### src/rtl/core/iorb_pkg.sv
// Package for the in-order release buffer: widths, window size, register
// indexes, state encoding and the structs passed between the core modules.
// No dependencies.
`timescale 1ns / 1ps

package iorb_pkg;

    // Window and field widths
    localparam int WINDOW  = 64;
    localparam int SLOT_W  = $clog2(WINDOW);
    localparam int SEQ_W   = 16;
    localparam int EXP_W   = SEQ_W + 1;
    localparam int PAY_W   = 32;
    localparam int DATA_W  = SEQ_W + PAY_W;
    localparam int USER_W  = 2;
    localparam int APB_DW  = 32;
    localparam int ADDR_W  = 3;
    localparam int REGI_W  = ADDR_W - 2;

    // Register map, indexed by paddr[ADDR_W-1:2]
    localparam logic [REGI_W-1:0] REG_FIRST_SEQ = 1'b0;
    localparam logic [REGI_W-1:0] REG_LAST_SEQ  = 1'b1;

    // Register reset values
    localparam logic [SEQ_W-1:0] FIRST_SEQ_RST = 16'd1;
    localparam logic [SEQ_W-1:0] LAST_SEQ_RST  = 16'hFFFF;

    // Result status codes
    localparam logic STATUS_RELEASED = 1'b0;
    localparam logic STATUS_DROPPED  = 1'b1;

    // Control sequencer states
    typedef enum logic [1:0] {
        ST_IDLE,
        ST_CHECK,
        ST_READ,
        ST_RELEASE
    } state_t;

    // Configuration handed from the register block to the controller
    typedef struct packed {
        logic             restart;
        logic [SEQ_W-1:0] first_seq;
        logic [SEQ_W-1:0] last_seq;
    } cfg_t;

    // Request to the slot payload memory
    typedef struct packed {
        logic              wr_en;
        logic [SLOT_W-1:0] wr_addr;
        logic [PAY_W-1:0]  wr_data;
        logic [SLOT_W-1:0] rd_addr;
    } ram_req_t;

endpackage

### src/rtl/core/iorb_slot_ram.sv
// Slot payload memory of the in-order release buffer: one write port and
// one read port with registered read data. Depends on iorb_pkg.
`timescale 1ns / 1ps

module iorb_slot_ram (
    input  logic                    aclk,
    input  iorb_pkg::ram_req_t      req,
    output logic [iorb_pkg::PAY_W-1:0] rd_data
);

    logic [iorb_pkg::PAY_W-1:0] mem [iorb_pkg::WINDOW];

    // Write port.
    always_ff @(posedge aclk) begin
        if (req.wr_en) begin
            mem[req.wr_addr] <= req.wr_data;
        end
    end

    // Read port, with registered read data.
    always_ff @(posedge aclk) begin
        rd_data <= mem[req.rd_addr];
    end

endmodule

### src/rtl/core/iorb_cfg.sv
// APB register block of the in-order release buffer: first_seq and
// last_seq, with a restart pulse on every first_seq write. Depends on iorb_pkg.
`timescale 1ns / 1ps

module iorb_cfg (
    input  logic                        aclk,
    input  logic                        aresetn,
    input  logic                        psel,
    input  logic                        penable,
    input  logic                        pwrite,
    input  logic [iorb_pkg::ADDR_W-1:0] paddr,
    input  logic [iorb_pkg::APB_DW-1:0] pwdata,
    output logic [iorb_pkg::APB_DW-1:0] prdata,
    output logic                        pready,
    output iorb_pkg::cfg_t              cfg
);

    logic [iorb_pkg::SEQ_W-1:0]  first_seq_reg;
    logic [iorb_pkg::SEQ_W-1:0]  last_seq_reg;
    logic [iorb_pkg::REGI_W-1:0] reg_idx;
    logic                        wr_fire;

    assign pready  = 1'b1;
    assign reg_idx = paddr[iorb_pkg::ADDR_W-1:2];
    assign wr_fire = psel && penable && pwrite && pready;

    // Register writes; only the low 16 bits of the data are kept.
    always_ff @(posedge aclk) begin
        if (!aresetn) begin
            first_seq_reg <= iorb_pkg::FIRST_SEQ_RST;
            last_seq_reg  <= iorb_pkg::LAST_SEQ_RST;
        end else if (wr_fire) begin
            case (reg_idx)
                iorb_pkg::REG_FIRST_SEQ: begin
                    first_seq_reg <= pwdata[iorb_pkg::SEQ_W-1:0];
                end
                iorb_pkg::REG_LAST_SEQ: begin
                    last_seq_reg <= pwdata[iorb_pkg::SEQ_W-1:0];
                end
                default: begin
                end
            endcase
        end
    end

    // Read mux.
    always_comb begin
        case (reg_idx)
            iorb_pkg::REG_FIRST_SEQ: begin
                prdata = {{(iorb_pkg::APB_DW - iorb_pkg::SEQ_W){1'b0}}, first_seq_reg};
            end
            iorb_pkg::REG_LAST_SEQ: begin
                prdata = {{(iorb_pkg::APB_DW - iorb_pkg::SEQ_W){1'b0}}, last_seq_reg};
            end
            default: begin
                prdata = '0;
            end
        endcase
    end

    // The restart pulse comes straight from the write strobe so that the
    // controller loads the new number at the same edge as the register.
    always_comb begin
        cfg.restart   = wr_fire && (reg_idx == iorb_pkg::REG_FIRST_SEQ);
        cfg.first_seq = pwdata[iorb_pkg::SEQ_W-1:0];
        cfg.last_seq  = last_seq_reg;
    end

endmodule

### src/rtl/core/iorb_ctrl.sv
// Controller of the in-order release buffer: window check, slot valid bits,
// expected number, release sequencer and output register. Depends on iorb_pkg.
`timescale 1ns / 1ps

module iorb_ctrl (
    input  logic                        aclk,
    input  logic                        aresetn,
    input  iorb_pkg::cfg_t              cfg,
    // Input beats
    input  logic                        in_valid,
    output logic                        in_ready,
    input  logic [iorb_pkg::SEQ_W-1:0]  in_seq,
    input  logic [iorb_pkg::PAY_W-1:0]  in_payload,
    // Slot memory
    output iorb_pkg::ram_req_t          ram_req,
    input  logic [iorb_pkg::PAY_W-1:0]  ram_rd_data,
    // Result beats
    output logic                        out_valid,
    input  logic                        out_ready,
    output logic [iorb_pkg::SEQ_W-1:0]  out_seq,
    output logic [iorb_pkg::PAY_W-1:0]  out_payload,
    output logic                        out_status,
    output logic                        out_last,
    output logic                        out_done
);

    localparam int SEQ_W  = iorb_pkg::SEQ_W;
    localparam int EXP_W  = iorb_pkg::EXP_W;
    localparam int PAY_W  = iorb_pkg::PAY_W;
    localparam int SLOT_W = iorb_pkg::SLOT_W;

    iorb_pkg::state_t          state_reg, state_next;
    logic [SEQ_W-1:0]          seq_reg;
    logic [PAY_W-1:0]          pay_reg;
    logic [EXP_W-1:0]          exp_reg, exp_next;
    logic [iorb_pkg::WINDOW-1:0] valid_reg, valid_next;

    logic                      out_valid_reg, out_valid_next;
    logic [SEQ_W-1:0]          out_seq_reg, out_seq_next;
    logic [PAY_W-1:0]          out_pay_reg, out_pay_next;
    logic                      out_status_reg, out_status_next;
    logic                      out_last_reg, out_last_next;
    logic                      out_done_reg, out_done_next;

    logic [EXP_W-1:0]          seq_ext;
    logic [EXP_W-1:0]          diff;
    logic [EXP_W-1:0]          exp_inc;
    logic                      in_window;
    logic                      at_expected;
    logic                      more;
    logic                      out_free;
    logic                      load_out;

    // Window check on the captured item and the release continuation test.
    assign seq_ext     = {1'b0, seq_reg};
    assign diff        = seq_ext - exp_reg;
    assign in_window   = (seq_ext >= exp_reg) && (diff[EXP_W-1:SLOT_W] == '0);
    assign at_expected = (seq_ext == exp_reg);
    assign exp_inc     = exp_reg + 1'b1;
    assign more        = !exp_inc[EXP_W-1] && valid_reg[exp_inc[SLOT_W-1:0]];
    assign out_free    = !out_valid_reg || out_ready;

    // Next state.
    always_comb begin
        state_next = state_reg;
        case (state_reg)
            iorb_pkg::ST_IDLE: begin
                if (in_valid) begin
                    state_next = iorb_pkg::ST_CHECK;
                end
            end
            iorb_pkg::ST_CHECK: begin
                if (!in_window) begin
                    if (out_free) begin
                        state_next = iorb_pkg::ST_IDLE;
                    end
                end else if (at_expected) begin
                    state_next = iorb_pkg::ST_READ;
                end else begin
                    state_next = iorb_pkg::ST_IDLE;
                end
            end
            iorb_pkg::ST_READ: begin
                state_next = iorb_pkg::ST_RELEASE;
            end
            iorb_pkg::ST_RELEASE: begin
                if (out_free && !more) begin
                    state_next = iorb_pkg::ST_IDLE;
                end
            end
            default: begin
                state_next = iorb_pkg::ST_IDLE;
            end
        endcase
    end

    // Datapath and outputs per state.
    always_comb begin
        exp_next        = exp_reg;
        valid_next      = valid_reg;
        load_out        = 1'b0;
        out_seq_next    = out_seq_reg;
        out_pay_next    = out_pay_reg;
        out_status_next = out_status_reg;
        out_last_next   = out_last_reg;
        out_done_next   = out_done_reg;
        ram_req.wr_en   = 1'b0;
        ram_req.wr_addr = seq_reg[SLOT_W-1:0];
        ram_req.wr_data = pay_reg;
        in_ready        = 1'b0;

        case (state_reg)
            iorb_pkg::ST_IDLE: begin
                in_ready = 1'b1;
            end
            iorb_pkg::ST_CHECK: begin
                if (in_window) begin
                    // Store the payload and mark its slot.
                    ram_req.wr_en = 1'b1;
                    valid_next[seq_reg[SLOT_W-1:0]] = 1'b1;
                end else if (out_free) begin
                    // Stale or too far ahead: report a drop.
                    load_out        = 1'b1;
                    out_seq_next    = seq_reg;
                    out_pay_next    = '0;
                    out_status_next = iorb_pkg::STATUS_DROPPED;
                    out_last_next   = 1'b1;
                    out_done_next   = exp_reg > {1'b0, cfg.last_seq};
                end
            end
            iorb_pkg::ST_RELEASE: begin
                if (out_free) begin
                    // Release the expected slot and advance.
                    load_out        = 1'b1;
                    out_seq_next    = exp_reg[SEQ_W-1:0];
                    out_pay_next    = ram_rd_data;
                    out_status_next = iorb_pkg::STATUS_RELEASED;
                    out_last_next   = !more;
                    out_done_next   = exp_inc > {1'b0, cfg.last_seq};
                    valid_next[exp_reg[SLOT_W-1:0]] = 1'b0;
                    exp_next        = exp_inc;
                end
            end
            default: begin
            end
        endcase

        // A first_seq write restarts the window; the user must issue it only while idle, the block does not enforce it.
        if (cfg.restart) begin
            exp_next   = {1'b0, cfg.first_seq};
            valid_next = '0;
        end

        // The read address follows the expected number of the next cycle, so the
        // payload of that slot is registered in the read data as that number is registered.
        ram_req.rd_addr = exp_next[SLOT_W-1:0];

        if (load_out) begin
            out_valid_next = 1'b1;
        end else if (out_ready) begin
            out_valid_next = 1'b0;
        end else begin
            out_valid_next = out_valid_reg;
        end
    end

    // Control registers.
    always_ff @(posedge aclk) begin
        if (!aresetn) begin
            state_reg     <= iorb_pkg::ST_IDLE;
            exp_reg       <= {1'b0, iorb_pkg::FIRST_SEQ_RST};
            valid_reg     <= '0;
            out_valid_reg <= 1'b0;
        end else begin
            state_reg     <= state_next;
            exp_reg       <= exp_next;
            valid_reg     <= valid_next;
            out_valid_reg <= out_valid_next;
        end
    end

    // Payload registers.
    always_ff @(posedge aclk) begin
        if (in_valid && in_ready) begin
            seq_reg <= in_seq;
            pay_reg <= in_payload;
        end
        out_seq_reg    <= out_seq_next;
        out_pay_reg    <= out_pay_next;
        out_status_reg <= out_status_next;
        out_last_reg   <= out_last_next;
        out_done_reg   <= out_done_next;
    end

    assign out_valid   = out_valid_reg;
    assign out_seq     = out_seq_reg;
    assign out_payload = out_pay_reg;
    assign out_status  = out_status_reg;
    assign out_last    = out_last_reg;
    assign out_done    = out_done_reg;

endmodule

### src/rtl/core/in_order_release_buffer.sv
// In-order release buffer with a 64-slot sequence window.
// Items enter on the s_ stream as (seq, payload) beats in any order and leave
// on the m_ stream in ascending sequence order, starting at first_seq.
// Each beat is stored at slot seq mod 64; when it fills the expected slot,
// the run of consecutive stored slots is released, one result beat per slot,
// and the final beat of the run carries tlast. A beat behind the expected
// number, or 64 or more ahead of it, yields one drop beat (tuser[0] high,
// zero payload). tuser[1] reports that the expected number has passed last_seq.
// Flow: s_tready is low from acceptance until the block is idle again. A beat
// that only stores passes the check state and returns to idle. A beat that
// starts a run passes the check state, a read state for the registered slot
// memory read and a release state that gives one result beat per cycle while
// m_tready allows. A drop beat loads its result in the check state when free.
// Registers on APB: first_seq at 0x0 (write restarts the window and clears
// all slots), last_seq at 0x4. Write them only while the block is idle.
// Reset clears all slot valid bits at once and sets first_seq to 1 and
// last_seq to 65535. When m_tready is low the result is held in the output
// register and the release run pauses until it is taken.
// Depends on iorb_pkg, iorb_cfg, iorb_ctrl and iorb_slot_ram.
`timescale 1ns / 1ps

module in_order_release_buffer (
    input  logic                        aclk,
    input  logic                        aresetn,
    // Input stream
    input  logic                        s_tvalid,
    output logic                        s_tready,
    input  logic [iorb_pkg::DATA_W-1:0] s_tdata,   // seq[15:0], payload[47:16]
    // Result stream
    output logic                        m_tvalid,
    input  logic                        m_tready,
    output logic [iorb_pkg::DATA_W-1:0] m_tdata,   // out_seq[15:0], out_payload[47:16]
    output logic [iorb_pkg::USER_W-1:0] m_tuser,   // status[0], done_res[1]
    output logic                        m_tlast,
    // Configuration port
    input  logic                        psel,
    input  logic                        penable,
    input  logic                        pwrite,
    input  logic [iorb_pkg::ADDR_W-1:0] paddr,
    input  logic [iorb_pkg::APB_DW-1:0] pwdata,
    output logic [iorb_pkg::APB_DW-1:0] prdata,
    output logic                        pready
);

    iorb_pkg::cfg_t                 cfg;
    iorb_pkg::ram_req_t             ram_req;
    logic [iorb_pkg::PAY_W-1:0]     ram_rd_data;
    logic [iorb_pkg::SEQ_W-1:0]     out_seq;
    logic [iorb_pkg::PAY_W-1:0]     out_payload;
    logic                           out_status;
    logic                           out_done;

    // Register block.
    iorb_cfg u_cfg (
        .aclk    (aclk),
        .aresetn (aresetn),
        .psel    (psel),
        .penable (penable),
        .pwrite  (pwrite),
        .paddr   (paddr),
        .pwdata  (pwdata),
        .prdata  (prdata),
        .pready  (pready),
        .cfg     (cfg)
    );

    // Window controller and output register.
    iorb_ctrl u_ctrl (
        .aclk        (aclk),
        .aresetn     (aresetn),
        .cfg         (cfg),
        .in_valid    (s_tvalid),
        .in_ready    (s_tready),
        .in_seq      (s_tdata[iorb_pkg::SEQ_W-1:0]),
        .in_payload  (s_tdata[iorb_pkg::DATA_W-1:iorb_pkg::SEQ_W]),
        .ram_req     (ram_req),
        .ram_rd_data (ram_rd_data),
        .out_valid   (m_tvalid),
        .out_ready   (m_tready),
        .out_seq     (out_seq),
        .out_payload (out_payload),
        .out_status  (out_status),
        .out_last    (m_tlast),
        .out_done    (out_done)
    );

    // Slot payload memory.
    iorb_slot_ram u_ram (
        .aclk    (aclk),
        .req     (ram_req),
        .rd_data (ram_rd_data)
    );

    assign m_tdata = {out_payload, out_seq};
    assign m_tuser = {out_done, out_status};

endmodule
### config.mk
export PLATFORM = sky130hd
export DESIGN_NAME = in_order_release_buffer
export DESIGN_NICKNAME = d
export VERILOG_FILES = /design/src/rtl/core/iorb_pkg.sv /design/src/rtl/core/iorb_slot_ram.sv /design/src/rtl/core/iorb_cfg.sv /design/src/rtl/core/iorb_ctrl.sv /design/src/rtl/core/in_order_release_buffer.sv
export SDC_FILE = /design/constraint.sdc
export NUM_CORES = 2
export LEC_CHECK = 0
export BUFFER_PORTS_ARGS = -buffer_cell sky130_fd_sc_hd__buf_2
export CORE_AREA = 2 2 393 395
export CTS_CLUSTER_DIAMETER = 30
export DETAILED_ROUTE_END_ITERATION = 8
export DIE_AREA = 0 0 395 397
export PLACE_DENSITY_LB_ADDON = 0.3
export SLEW_MARGIN = 5
export SYNTH_ARGS = -nofsm -noshare
export SYNTH_HDL_FRONTEND = slang
export SYNTH_HIERARCHICAL = 1
export SYNTH_SLANG_ARGS = --single-unit
### constraint.sdc
create_clock -name aclk -period 6.3 [get_ports aclk]
set_input_delay 0.945 -clock aclk [delete_from_list [all_inputs] [get_ports aclk]]
set_output_delay 0.945 -clock aclk [all_outputs]
set_load 0.05 [all_outputs]
---- Word-level counts from Yosys, hierarchy flattened ----
Memories as Yosys holds them, arrays and structs flattened. A register that Yosys moved wholly into a read port is not among the register bits.
Index checks and enable logic that the tools add are counted.
storage, ports and cells
  register bits ........................... 215
  bits in latches ......................... 0
  bits in writable memories ............... 2048
  ROM bits ................................ 0
  input bits .............................. 90
  output and inout bits ................... 86
  word-level logic and storage cells ...... 116
  memories kept ........................... 1
memories
  name       words  width  read ports  clocked after memory_dff  wr ports  RTL line             text
  u_ram.mem  64     32     1           1                         1         iorb_slot_ram.sv:11  logic [iorb_pkg::PAY_W-1:0] mem [iorb_pkg::WINDOW];
operators by class
  $add $sub $neg .......................... 2
  multiply operators ...................... 0
  divide/modulo/power cells ............... 0
  $lt $le $gt $ge ......................... 8
  eq/ne operators ......................... 11
  shift operators ......................... 0
  mux-type cells .......................... 47
  bitwise gates (word level) .............. 5
  reductions and logical operators ........ 27
operators with widths
  kind                   count
  $mux 64                2
  $pmux 32 s2            2
  $pmux 64 s2            1
  $mux 16                6
  $mux 32                3
  $and 64x64->64         1
  $not 64->64            1
  $or 64x64->64          1
  $gt 17x16->1           2
  $pmux 16 s2            1
  $lt 6x7->1 const B     3
  $mux 1                 19
  $add 17x1->17 const B  1
  $eq 16x17->1           1
  $ge 16x17->1           1
  $sub 16x17->17         1
  $demux 1 s6            2
  $ge 6x1->1 const B     2
  $logic_not 11->1       1
  $mux 2                 5
  $logic_and 1x1->1      9
  $ne 2x1->1 const B     4
  $pmux 1 s2             4
  $pmux 2 s4             1
  other kinds (14)       26

---- Longest topological paths before layout ----
  depth after elaboration ................. 8
  mapped depth ............................ 19

---- Hierarchy ----
Netlist, hierarchy kept.
by module, submodules not included
  module                   instances  cells an instance  area each (um^2)
  iorb_slot_ram            1          3324               78515.3
  iorb_ctrl                1          893                9369.0
  iorb_cfg                 1          193                1828.0
  in_order_release_buffer  1          2                  15.0

---- Worst setup path after synthesis ----
OpenSTA, ideal clock, no wires.
  kind .................................... register to register
  start ................................... reg u_ctrl.exp_reg[5]
  end ..................................... mem u_ram/mem[48][0] (netlist name) (enable)
  data arrival time ....................... 5298 ps
  setup slack ............................. 541 ps
  stages on the path, launching flop included .. 16
  cell sequence ........................... dfxtp_1 buf_2 clkinv_1 ha_1 nand3_1 o211ai_1 o21bai_1 a21boi_0 or4_1 a21boi_2 buf_4 nand4_1 inv_1 nor2b_1 nand4b_1 nor3_1
RTL lines
  element                 RTL line             text
  start, declared         iorb_ctrl.sv:35      logic [EXP_W-1:0] exp_reg, exp_next;
  start signal, assigned  iorb_ctrl.sv:171     exp_reg <= {1'b0, iorb_pkg::FIRST_SEQ_RST};
  start signal, assigned  iorb_ctrl.sv:176     exp_reg <= exp_next;
  end, declared           iorb_slot_ram.sv:11

==> impl_metrics.py <==
metrics = {
    "power": {
        "p_seq_share_pct": 41.8,
        "combPwrFrac_pct": 3.8,
        "p_leak_nw": 35.5,
        "vdd_drop_max_v": 0.000282,
        "power_switching_mw": 8.78,
        "power_mw": 40.3,
        "cellInternalPower_mw": 31.5,
        "powerDensity_nw_per_um2": 373,
        "p_clk_share_pct": 54.3,
        "sw_frac_of_total_pct": 21.8,
    },
    "synthesis": {
        "synth_cell_types": 71,
        "synth-seq-cells": 2295,
        "ys.flop_type": "edfxtp_1",
        "yosysSeqAreaShare_pct": 75.2,
        "async_reset_ff_share_pct": 0,
        "synth_top_area_share_pct": 71.9,
        "syn-instance-count": 4412,
        "yosys_warnings": 6,
        "synthTopCellsByArea": "edfxtp_1 72%, mux4_2 14%, dfxtp_1 3.3%",
        "synth.largest_area_cell": "edfxtp_1",
        "synth_edf_count": 2147,
        "syn_area_um2": 89700,
        "syn_avg_cell_area_um2": 20.3,
    },
    "final_layout": {
        "largest_reg_flops": 2048,
        "diodes": 0,
        "finalNetCount": 5008,
        "final_cells": 7236,
        "design_area_um2": 108000,
        "area.growth.synth_to_final_pct": 20.1,
        "drive_above_1_share_pct": 32.0,
    },
    "placement": {
        "hpwlAfterDp_um": 122000,
        "placed_area_um2": 94100,
        "dp.cells": 6510,
        "numPortBuffers": 140,
        "place.gp.congestion": 0.888,
    },
    "sta": {
        "setup_viol": 0,
        "period_needed_ns": 5.63,
        "tns_ns": 0,
        "worstMarginPinSlew_ns": 1.15,
        "maxSlewViolCount": 0,
        "min_period_over_period_pct": 89.3,
        "rsz0062_at_grt": "false",
        "fmax_mhz": 178,
        "hold_ws_ns": 0.184,
        "max-slew-margin-rel_pct": 23.5,
        "skew_ns": 0.0797,
        "hold_viol": 0,
    },
    "global_route": {
        "grt_max_degree": 96,
        "grt_pass1_vias": 50700,
        "grt_pass1_wl_um": 355000,
        "antenna_found_initial": 2,
        "globalRouteOverflowTotal": 0,
        "track_usage_pct": 31.5,
    },
    "critical_path": {
        "r2r_start": "u_ctrl/exp_reg[3]",
        "cpPeakStageDelay_ns": 0.74,
        "crit_arrival_ns": 6.21,
        "r2r_end": "u_ram/mem[53][21]",
        "crit_buf_inv": 3,
        "cp-start-kind": "flip-flop",
        "critPathMaxFanout": 13,
        "rrSetupSlack_ns": 0.67,
        "r2r_cells": 14,
        "cp_top_family": "simple AND/OR/NAND/NOR gates",
        "path_cells": "clkinv_1 -> ha_1 -> o211ai_1 -> a21oi_1 -> o41ai_1 -> o211ai_1 -> xor2_1 -> nor4_4 -> nand4_1 -> inv_1 -> nor2b_1 -> nand4_1 -> nor2_4 -> buf_4",
        "slowest_stage": "nor2_4",
        "critPathKind": "reg2reg",
        "worst_setup_path_end_kind": "flip-flop",
        "cp.required_ns": 6.88,
    },
    "clocking": {
        "cts_tree": "done",
        "numCtsBuffers": 401,
        "cts.path.max_buffers": 4,
        "cts-root-buf": "clkbuf_16",
        "post_cts_buffers": 0,
        "clkSlewWorstSetupHoldPaths_ns": 0.05,
        "htreeDepth": 5,
        "holdBufCountCts": 0,
        "post_cts_resized": 0,
        "clkSinkCount": 2295,
        "clock_latency_ns": 0.94,
    },
    "die": {
        "pin_count": 176,
        "coreArea_um2": 153000,
        "fp.dieH_um": 397,
        "dieWidth_um": 395,
        "die-area_um2": 157000,
        "start_util_pct": 58.7,
        "rows": 144,
    },
    "min_path": {
        "min_to": "u_ctrl/seq_reg[10]",
        "min_path_cells": 1,
        "hp-class": "in2reg",
        "min-delay-start": "s_tdata[10]",
    },
    "drt": {
        "ant_nets": 0,
        "vias": 49100,
        "drc": 0,
        "dr.pass1.iters": 6,
        "viasPerCell": 6.79,
        "wl_um": 245000,
        "avgRoutedWirePerCell_um": 33.8,
        "drtIter0Drc": 7790,
    },
    "flow_run": {
        "maxCapViolations": 0,
    },
    "run_status": {
        "status": "complete, no violations",
    },
}
==> stage by stage <==
stage,utilization (%),setup slack [ns]
after global placement,61.5,0.927
after detailed placement,61.5,0.917
after floorplan,-,0.541
after global routing,70.5,0.483
final,70.5,0.675
after CTS,70.5,0.787
==> layout make-up <==
| type | count | area [um2] |
|---|---|---|
| clock buffers | 450 | 10500 |
| clock inverters | 276 | 3110 |
| fillers | 8355 | 45200 |
| inverters | 42 | 158 |
| multi-input cells | 1802 | 21200 |
| flip-flops and latches | 2295 | 67400 |
| well taps | 2044 | 2560 |
| repair buffers | 327 | 2770 |
==> metal layers <==
layer / GRT usage (%) / part of all wire [%] / wire, um
met1: 42.4 / 35 / 86000
met5: 0 / 0.016 / 39
met3: 6.69 / 11 / 28000
met4: 15.5 / 5.1 / 12600
met2: 49.6 / 48 / 118000
==> logic make-up after synthesis <==
logic type / share of synthesized area (%)
flip-flops: 75.2
multiplexers: 15.7
AND/OR/NAND/NOR: 3.04
AO/OA/AOI/OAI: 3.17
buffers and inverters: 1.88
adder cells (fa/ha/maj): 0.683
XOR/XNOR: 0.322
other: 0.00837
==> power groups by stage <==
stage / sequential, mW / clock, mW / combinational [mW]
2_1_floorplan: 17.3 / 0 / 0.827
3_3_place_gp: 17.1 / 0 / 1.45
3_5_place_dp: 17.1 / 0 / 1.48
4_1_cts: 16.8 / 22.0 / 1.53
5_1_grt: 16.8 / 22.7 / 1.61
6_report: 16.8 / 21.9 / 1.54
==> worst reg2reg max path: stages, from the launching register on <==
cell      delay, ns
dfxtp_1        0.60
clkinv_1       0.47
ha_1           0.46
o211ai_1       0.14
a21oi_1        0.10
o41ai_1        0.63
o211ai_1       0.21
xor2_1         0.20
nor4_4         0.29
nand4_1        0.24
inv_1          0.25
nor2b_1        0.20
nand4_1        0.37
nor2_4         0.74
buf_4          0.38
==> cell usage after synthesis (7+ instances only) <==
cell type  instances
edfxtp_1        2147
buf_1             22
nor2_1           174
and3_1            41
a311oi_1           8
o221ai_1          30
a22oi_1           12
inv_1             40
nand3b_1           7
o22ai_1           85
buf_4             74
o21a_1            10
o211ai_1          68
o21ai_0          106
mux4_2           560
nor2b_1           58
and2_1            21
buf_2             68
a21oi_1           82
nand3_1           38
buf_6              9
mux2_2            18
ha_1              49
clkbuf_1         114
xnor2_1           28
nand2b_1          16
nor3_1            17
mux2i_1          131
nand4_1           19
dfxtp_1          148
nand2_1          123
==> how the worst max path moves through the flow <==
stage	startpoint	depth (start not counted)	slack [ns]	to
4_1_cts	u_ctrl/exp_reg[3]	15	0.79	u_ram/mem[53][21]
3_5_place_dp	u_ctrl/exp_reg[3]	15	0.92	u_ram/mem[53][16]
5_1_grt	u_ctrl/exp_reg[3]	15	0.48	u_ram/mem[53][21]
6_report	u_ctrl/exp_reg[3]	14	0.67	u_ram/mem[53][21]
2_1_floorplan	u_ctrl/exp_reg[5]	15	0.54	u_ram/mem[48][0]
3_3_place_gp	u_ctrl/exp_reg[3]	15	0.93	u_ram/mem[29][6]
==> placed cells by master, fill, tap and decap left out, types with 9 or more instances in the layout <==
master      instances
nand4_1            19
clkbuf_1           29
buf_2             140
inv_1              40
clkbuf_8            9
nand2b_1           16
xnor2_1            28
o21a_1             10
o22ai_1            85
nor2_4             63
nor2_1            111
a22oi_1            12
nand2_1           123
nand3_1            38
bufinv_16          51
mux4_2            560
nor2b_1            57
dfxtp_1           147
o21ai_0           100
mux2_2             18
clkinvlp_4         56
buf_4             134
clkbuf_16         412
ha_1               49
clkinv_2           54
and3_1             41
buf_12             53
o211ai_1           68
clkinv_1           33
nor3_1             15
o221ai_1           30
edfxtp_1         2147
mux2i_1           131
inv_6              36
a21oi_1            82
clkinv_4           40
and2_1             20
conb_1             17
Note: power is estimated with default switching activity, not from simulation.
